==> src/design/ssf_pkg.sv <==
// Shared types and codes for the shortest-seek-first scheduler.
package ssf_pkg;

  localparam int QUEUE_DEPTH_DEF = 32;
  localparam int SECTOR_BITS_DEF = 48;

  localparam int SECTOR_FIELD_W = 48;
  localparam int COUNT_FIELD_W  = 6;

  localparam logic OP_ADD      = 1'b0;
  localparam logic OP_DISPATCH = 1'b1;

  localparam logic [1:0] STATUS_ADDED      = 2'd0;
  localparam logic [1:0] STATUS_DISPATCHED = 2'd1;
  localparam logic [1:0] STATUS_EMPTY      = 2'd2;
  localparam logic [1:0] STATUS_FULL       = 2'd3;

  typedef struct packed {
    logic wr;
    logic shift;
  } ssf_cell_ctrl_t;

endpackage

==> src/design/ssf_cell.sv <==
// One table entry with its slice of the nearest-sector search wave.
module ssf_cell #(
  parameter int SECTOR_BITS = ssf_pkg::SECTOR_BITS_DEF,
  parameter int IDX_W       = 5,
  parameter int CNT_W       = 6,
  parameter int INDEX       = 0
) (
  input  logic                       clk,
  input  logic                       rst_n,
  input  ssf_pkg::ssf_cell_ctrl_t    ctrl,
  input  logic [SECTOR_BITS-1:0]     wr_sector,
  input  logic [CNT_W-1:0]           count,
  input  logic [SECTOR_BITS-1:0]     head,
  input  logic [IDX_W-1:0]           shift_idx,
  input  logic [SECTOR_BITS-1:0]     nbr_sector,
  output logic [SECTOR_BITS-1:0]     sector,
  input  logic                       wave_valid_in,
  input  logic [SECTOR_BITS-1:0]     wave_dist_in,
  input  logic [SECTOR_BITS-1:0]     wave_sector_in,
  input  logic [IDX_W-1:0]           wave_idx_in,
  output logic                       wave_valid_out,
  output logic [SECTOR_BITS-1:0]     wave_dist_out,
  output logic [SECTOR_BITS-1:0]     wave_sector_out,
  output logic [IDX_W-1:0]           wave_idx_out
);
  import ssf_pkg::*;

  localparam logic [IDX_W-1:0] MY_IDX = IDX_W'(INDEX);
  localparam logic [CNT_W-1:0] MY_CNT = CNT_W'(INDEX);

  logic [SECTOR_BITS-1:0] sector_r, sector_nxt;
  logic                   valid_r;
  logic [SECTOR_BITS-1:0] dist_r;
  logic [SECTOR_BITS-1:0] best_sector_r;
  logic [IDX_W-1:0]       idx_r;
  logic                   occupied;
  logic [SECTOR_BITS-1:0] seek_dist;
  logic                   take;

  assign occupied  = (MY_CNT < count);
  assign seek_dist = (sector_r >= head) ? (sector_r - head) : (head - sector_r);
  // strict compare keeps the earlier arrival on a tie
  assign take      = occupied && (!wave_valid_in || (seek_dist < wave_dist_in));

  always_comb begin
    sector_nxt = sector_r;
    if (ctrl.wr && (count == MY_CNT)) begin
      sector_nxt = wr_sector;
    end else if (ctrl.shift && (shift_idx <= MY_IDX)) begin
      sector_nxt = nbr_sector;
    end
  end

  always_ff @(posedge clk) begin
    sector_r <= sector_nxt;
    if (!rst_n) begin
      valid_r <= 1'b0;
    end else begin
      valid_r <= wave_valid_in | occupied;
    end
    if (take) begin
      dist_r        <= seek_dist;
      best_sector_r <= sector_r;
      idx_r         <= MY_IDX;
    end else begin
      dist_r        <= wave_dist_in;
      best_sector_r <= wave_sector_in;
      idx_r         <= wave_idx_in;
    end
  end

  assign sector          = sector_r;
  assign wave_valid_out  = valid_r;
  assign wave_dist_out   = dist_r;
  assign wave_sector_out = best_sector_r;
  assign wave_idx_out    = idx_r;

endmodule

==> config.mk <==
export PLATFORM = sky130hd
export DESIGN_NAME = ssf_cell
export DESIGN_NICKNAME = d
export VERILOG_FILES = /design/src/design/ssf_pkg.sv /design/src/design/ssf_cell.sv
export SDC_FILE = /design/constraint.sdc
export NUM_CORES = 1
export LEC_CHECK = 0
export ABC_CLOCK_PERIOD_IN_PS = 7500
export BUFFER_PORTS_ARGS = -buffer_cell sky130_fd_sc_hd__buf_4
export CAP_MARGIN = 5
export CORE_MARGIN = 4
export CORE_UTILIZATION = 50
export DETAILED_ROUTE_END_ITERATION = 7
export GPL_TIMING_DRIVEN = 0
export PLACE_DENSITY = 0.79
export SKIP_LAST_GASP = 1
export SLEW_MARGIN = 20
export SYNTH_ARGS = -nofsm -noshare
export SYNTH_HDL_FRONTEND = slang
export SYNTH_SLANG_ARGS = --single-unit
==> constraint.sdc <==
create_clock -name clk -period 7.5 [get_ports clk]
set_input_delay 0.375 -clock clk [delete_from_list [all_inputs] [get_ports clk]]
set_output_delay 0.375 -clock clk [all_outputs]
set_load 0.02 [all_outputs]
==> impl.org <==
** STA
- The worst path uses 94.4% of the clock period.
- Highest clock rate :: around 140 MHz
- The worst path in the final design needs a cycle of 7.08 ns, including I/O delays and setup.
- After routing, the total negative slack on setup checks comes to 0 ns.
- Setup violations remaining at the end of the flow were counted as 0.
- The final-report hold violation count was 0.
- The number of max-slew violations in the final report came to 0.
- Final hold analysis gives a worst-case slack of 0.149 ns.
- On the final layout, the worst clock skew is between 0.01 and 0.015 ns.
- Final Worst Setup Slack :: 0.418 ns
- In this run the tightest slew margin relative to its limit is 44.4%.
- For the pin with the worst max-slew slack, the measured transition is 0.835 ns.
- RSZ-0062 raised after global routing :: no

** Power and ir drop
- Registers are responsible for 33.0% of the overall power.
- IR analysis of the VDD net gives a maximum drop of 0.143 mV.
- The analysis attributes to net switching a power of 1.06 mW.
- Gate power share :: 38.0%
- The clock network is responsible for 29.0% of the overall power.
- Net switching is 35.8% of the power.
- Power per cell area :: 180 mW/mm2
- The internal power of the cells totals 1.89 mW.
- Leakage Power :: around 7.9 nW
- Total chip power :: 2.95 mW

** Clock tree
- Later-pin clock latency in the skew report :: 0.44 ns
- H-tree lvl count :: 4
- Once the clock tree was built, the resizer swapped 0 gates to a different size.
- Hold_buf cts :: 0
- CTS sink cnt :: 150
- Counting along the longest clock path gives a buffer depth of 2.
- After clock tree synthesis, the setup repair step added 0 buffers.
- After clock tree synthesis, the clock-pin slew on the worst setup and hold paths is 0.07 ns.
- In this run the clock root is driven by a sky130_fd_sc_hd__clkbuf_16.
- TritonCTS built the clock tree.
- Total clock buffers created by CTS :: 17

** Die
- The die is around 160 um tall.
- Total number of placement rows :: 57
- The total area inside the core boundary comes to 0.0242 mm2.
- The die covers 0.0272 mm2.
- The die is 165 um wide.
- During I/O placement, the number of pins put on the boundary was 411.
- Effective utilization at floorplan :: approximately 51%

** Synthesis
- Number of library cell types mapped by synthesis :: between 80 and 90
- Mapped cell area :: ~0.012 mm2
- The synthesized design contains 48 enable-type register cells.
- Among all flip-flop cells after synthesis, the most frequent one is sky130_fd_sc_hd__dfxtp_1.
- Synthesis Warnings :: 0
- A synthesized cell averages approximately 9 um2.
- Top area cells in the synthesized netlist :: sky130_fd_sc_hd__dfxtp_1 (17%), sky130_fd_sc_hd__ha_1 (14%), sky130_fd_sc_hd__mux2_2 (12%)
- Summed over its instances, the top area cell type makes up 16.6% of the synthesized netlist area.
- Sorting the synthesized cells by how often they occur yields sky130_fd_sc_hd__inv_1 (168), sky130_fd_sc_hd__a21oi_1 (143), sky130_fd_sc_hd__ha_1 (142).
- Synthesized instance count :: 1402
- After synthesis, flip-flops and latches occupy about 28% of the total area.
- The synthesized design contains 150 register bits.
- In the post-synthesis netlist, the cell with the most instances is sky130_fd_sc_hd__inv_1.
- The number of nets in the synthesized netlist is approximately 1800.
- FFs w/ async S/R, synth :: 0%
- sky130_fd_sc_hd__dfxtp_1 takes more of the synthesized area than any other cell.

** Setup path
- STA classifies the critical path startpoint as a register.
- Arr. time, crit path :: 7.40 ns
- Among the stages of the critical path, the cell type that occurs most often is sky130_fd_sc_hd__a21o_1.
- Kind of critical path :: reg -> reg
- Startpoint of the most critical register-to-register path :: sector[4]$_DFFE_PP_
- The setup check on the worst reg-to-reg path leaves a slack of between 0.4 and 0.5 ns.
- Cell with the largest stage delay on the worst path :: sky130_fd_sc_hd__a2111oi_0
- Depth of the worst register-to-register path :: 22
- The worst register-to-register path ends at wave_dist_out[18]$_DFF_P_.
- Critical path fanouts, max :: 10
- The worst setup path is captured at a register.
- For the worst setup path, the data required time is 7.82 ns.
- List of cells traversed by the critical path :: ha_1, buf_2, a21o_1, a21o_1, a2111oi_0, o21ai_1, a31oi_1, o21ai_0, a21oi_1, a21oi_1, xnor2_1, ha_1, a21o_1, a21o_1, a21oi_1, o211ai_1, o32a_1, nor3_2, buf_4, buf_2, buf_1, mux2_2
- Maximum cell stage delay along the critical path :: around 0.74 ns

** Worst hold path
- Cell count of the worst hold path :: 2
- The worst hold path begins at wave_idx_in[2].
- Hold path endpoint :: wave_idx_out[2]$_SDFF_PP0_
- Path class of the lowest-slack min-delay path :: in -> reg

** Detailed routing
- After detailed routing, the number of remaining DRC violations is 0.
- Wirelength, routed :: 43400 um
- The detail route stage leaves a number of antenna-violating nets equal to 0.
- In the routed layout, each cell is associated on average with a via count of 5.65.
- The detailed router finished its first iteration with 1211 violations.
- Total vias in the final route :: 12252
- DR WL/cell :: about 20 um
- First drt pass iteration count :: 5

** Global route
- The via count of the first global-routing pass is approximately 12000.
- Across every metal layer, demand over resource in global routing totals 30.6%.
- Global route total overflow :: 0
- Entering global routing, the biggest net connects 49 pins.
- The first global-routing pass estimated approximately 65000 um of wire.
- Initial antenna violation count :: 1

** Cells and area
- Share of layout cells above drive strength 1 :: 35.8%
- Final Core Density :: 67.5%
- Relative to the synthesized area, the layout overhead comes to 33.0%.
- Fill cells in the final layout number 2061.
- After routing the design area is 0.0164 mm2.
- Final nets :: 2237
- Filler-free cell count of the finished design :: 2170

** Placement
- Routability-driven placement finished with a final weighted congestion of 0.998.
- IO Port Bufs :: 410
- Detailed placement ended at an HPWL of 35900 um.
- Cell Count Post-Placement :: about 2100
- After detailed placement, the total cell area comes to 0.0158 mm2.
- Post-placement worst setup slack :: roughly 0.66 ns

** Status
- The run finished with clean final reports.

** Job
- Max Cap Violations :: 0
-- power by group through the flow --
| stage | logic [mW] | registers [mW] | clock network (mW) |
|---|---|---|---|
| floorplan | 0.515 | 1.12 | 0 |
| global placement | 1.08 | 0.990 | 0 |
| detailed placement | 1.10 | 0.993 | 0 |
| CTS | 1.11 | 0.975 | 0.864 |
| global route | 1.21 | 0.983 | 0.891 |
| finish | 1.12 | 0.975 | 0.856 |
-- worst max path at each step --
stage,startpoint,to,slack (ns),cells after the start
6_report,sector[4]$_DFFE_PP_,wave_dist_out[18]$_DFF_P_,0.42,22
2_1_floorplan,sector[19]$_DFFE_PP_,wave_dist_out[10]$_DFF_P_,2.10,22
3_3_place_gp,head[4],wave_dist_out[16]$_DFF_P_,-0.34,23
4_1_cts,sector[4]$_DFFE_PP_,wave_dist_out[18]$_DFF_P_,0.62,22
5_1_grt,sector[4]$_DFFE_PP_,wave_dist_out[18]$_DFF_P_,0.16,23
3_5_place_dp,sector[4]$_DFFE_PP_,wave_dist_out[16]$_DFF_P_,0.66,22
-- state kept, by name, summed over array words and instances (netlist names) --
register         count
wave_sector_out     48
wave_idx_out         5
wave_valid_out       1
wave_dist_out       48
sector              48
-- layout make-up --
class / instances / area, um2 / area share (%)
Antenna cell: 1 / 2.50 / 0.0153
Buffer: 69 / 383 / 2.34
Clock buffer: 19 / 453 / 2.77
Clock inverter: 13 / 106 / 0.649
Inverter: 168 / 631 / 3.85
Multi-Input combinational cell: 1015 / 7830 / 47.8
Sequential cell: 150 / 3480 / 21.3
Tap cell: 324 / 405 / 2.48
Timing Repair Buffer: 411 / 3090 / 18.8
-- routing by layer --
layer | vias to the layer above | track usage [%] | wire length [um]
met3 | 66 | 6.71 | 4240
met1 | 5715 | 40.4 | 18000
met4 | 0 | 9.94 | 1170
met5 | - | 0 | 0
met2 | 615 | 49.9 | 19900
li1 | 5856 | - | -
-- worst max-delay path: cells and delay by family (launching register included) --
family          cells  cell delay, ns
flops               1            0.49
mux                 1            0.42
simple gates        1            0.19
xor+xnor            1            0.34
fa+ha+maj           2            0.63
compound gates     13            3.70
buf+inv             4            1.21
-- cell families (layout without fill, tap and decap cells) --
family | Yosys count | in the layout | share of synthesized area, %
buf+inv | 237 | 680 | 8.23
fa+ha+maj | 144 | 144 | 14.8
compound gates | 406 | 406 | 20.7
simple gates | 275 | 275 | 11.7
xor+xnor | 46 | 46 | 3.27
other cells | 0 | 1 | 0
mux | 144 | 144 | 13.0
flops | 150 | 150 | 28.3
-- cells in the final DEF (no fill, tap or decap), types with 8 or more instances in the layout --
master / n
sky130_fd_sc_hd__nor2b_1: 13
sky130_fd_sc_hd__dfxtp_1: 102
sky130_fd_sc_hd__edfxtp_1: 48
sky130_fd_sc_hd__o21ai_1: 13
sky130_fd_sc_hd__clkbuf_16: 17
sky130_fd_sc_hd__nand2_1: 88
sky130_fd_sc_hd__nor3_1: 19
sky130_fd_sc_hd__buf_4: 417
sky130_fd_sc_hd__o21a_1: 13
sky130_fd_sc_hd__and3_1: 9
sky130_fd_sc_hd__a21oi_1: 143
sky130_fd_sc_hd__buf_2: 31
sky130_fd_sc_hd__nor2_1: 54
sky130_fd_sc_hd__nand4_1: 30
sky130_fd_sc_hd__o211ai_1: 12
sky130_fd_sc_hd__a31oi_1: 10
sky130_fd_sc_hd__nand3_1: 16
sky130_fd_sc_hd__mux2i_1: 12
sky130_fd_sc_hd__ha_1: 142
sky130_fd_sc_hd__o21ai_0: 87
sky130_fd_sc_hd__inv_1: 168
sky130_fd_sc_hd__nand2b_1: 8
sky130_fd_sc_hd__a21o_1: 30
sky130_fd_sc_hd__mux2_2: 132
sky130_fd_sc_hd__xor2_1: 14
sky130_fd_sc_hd__o21bai_1: 24
sky130_fd_sc_hd__xnor2_1: 32
sky130_fd_sc_hd__clkbuf_1: 19
Note: power is estimated with default switching activity, not from simulation.
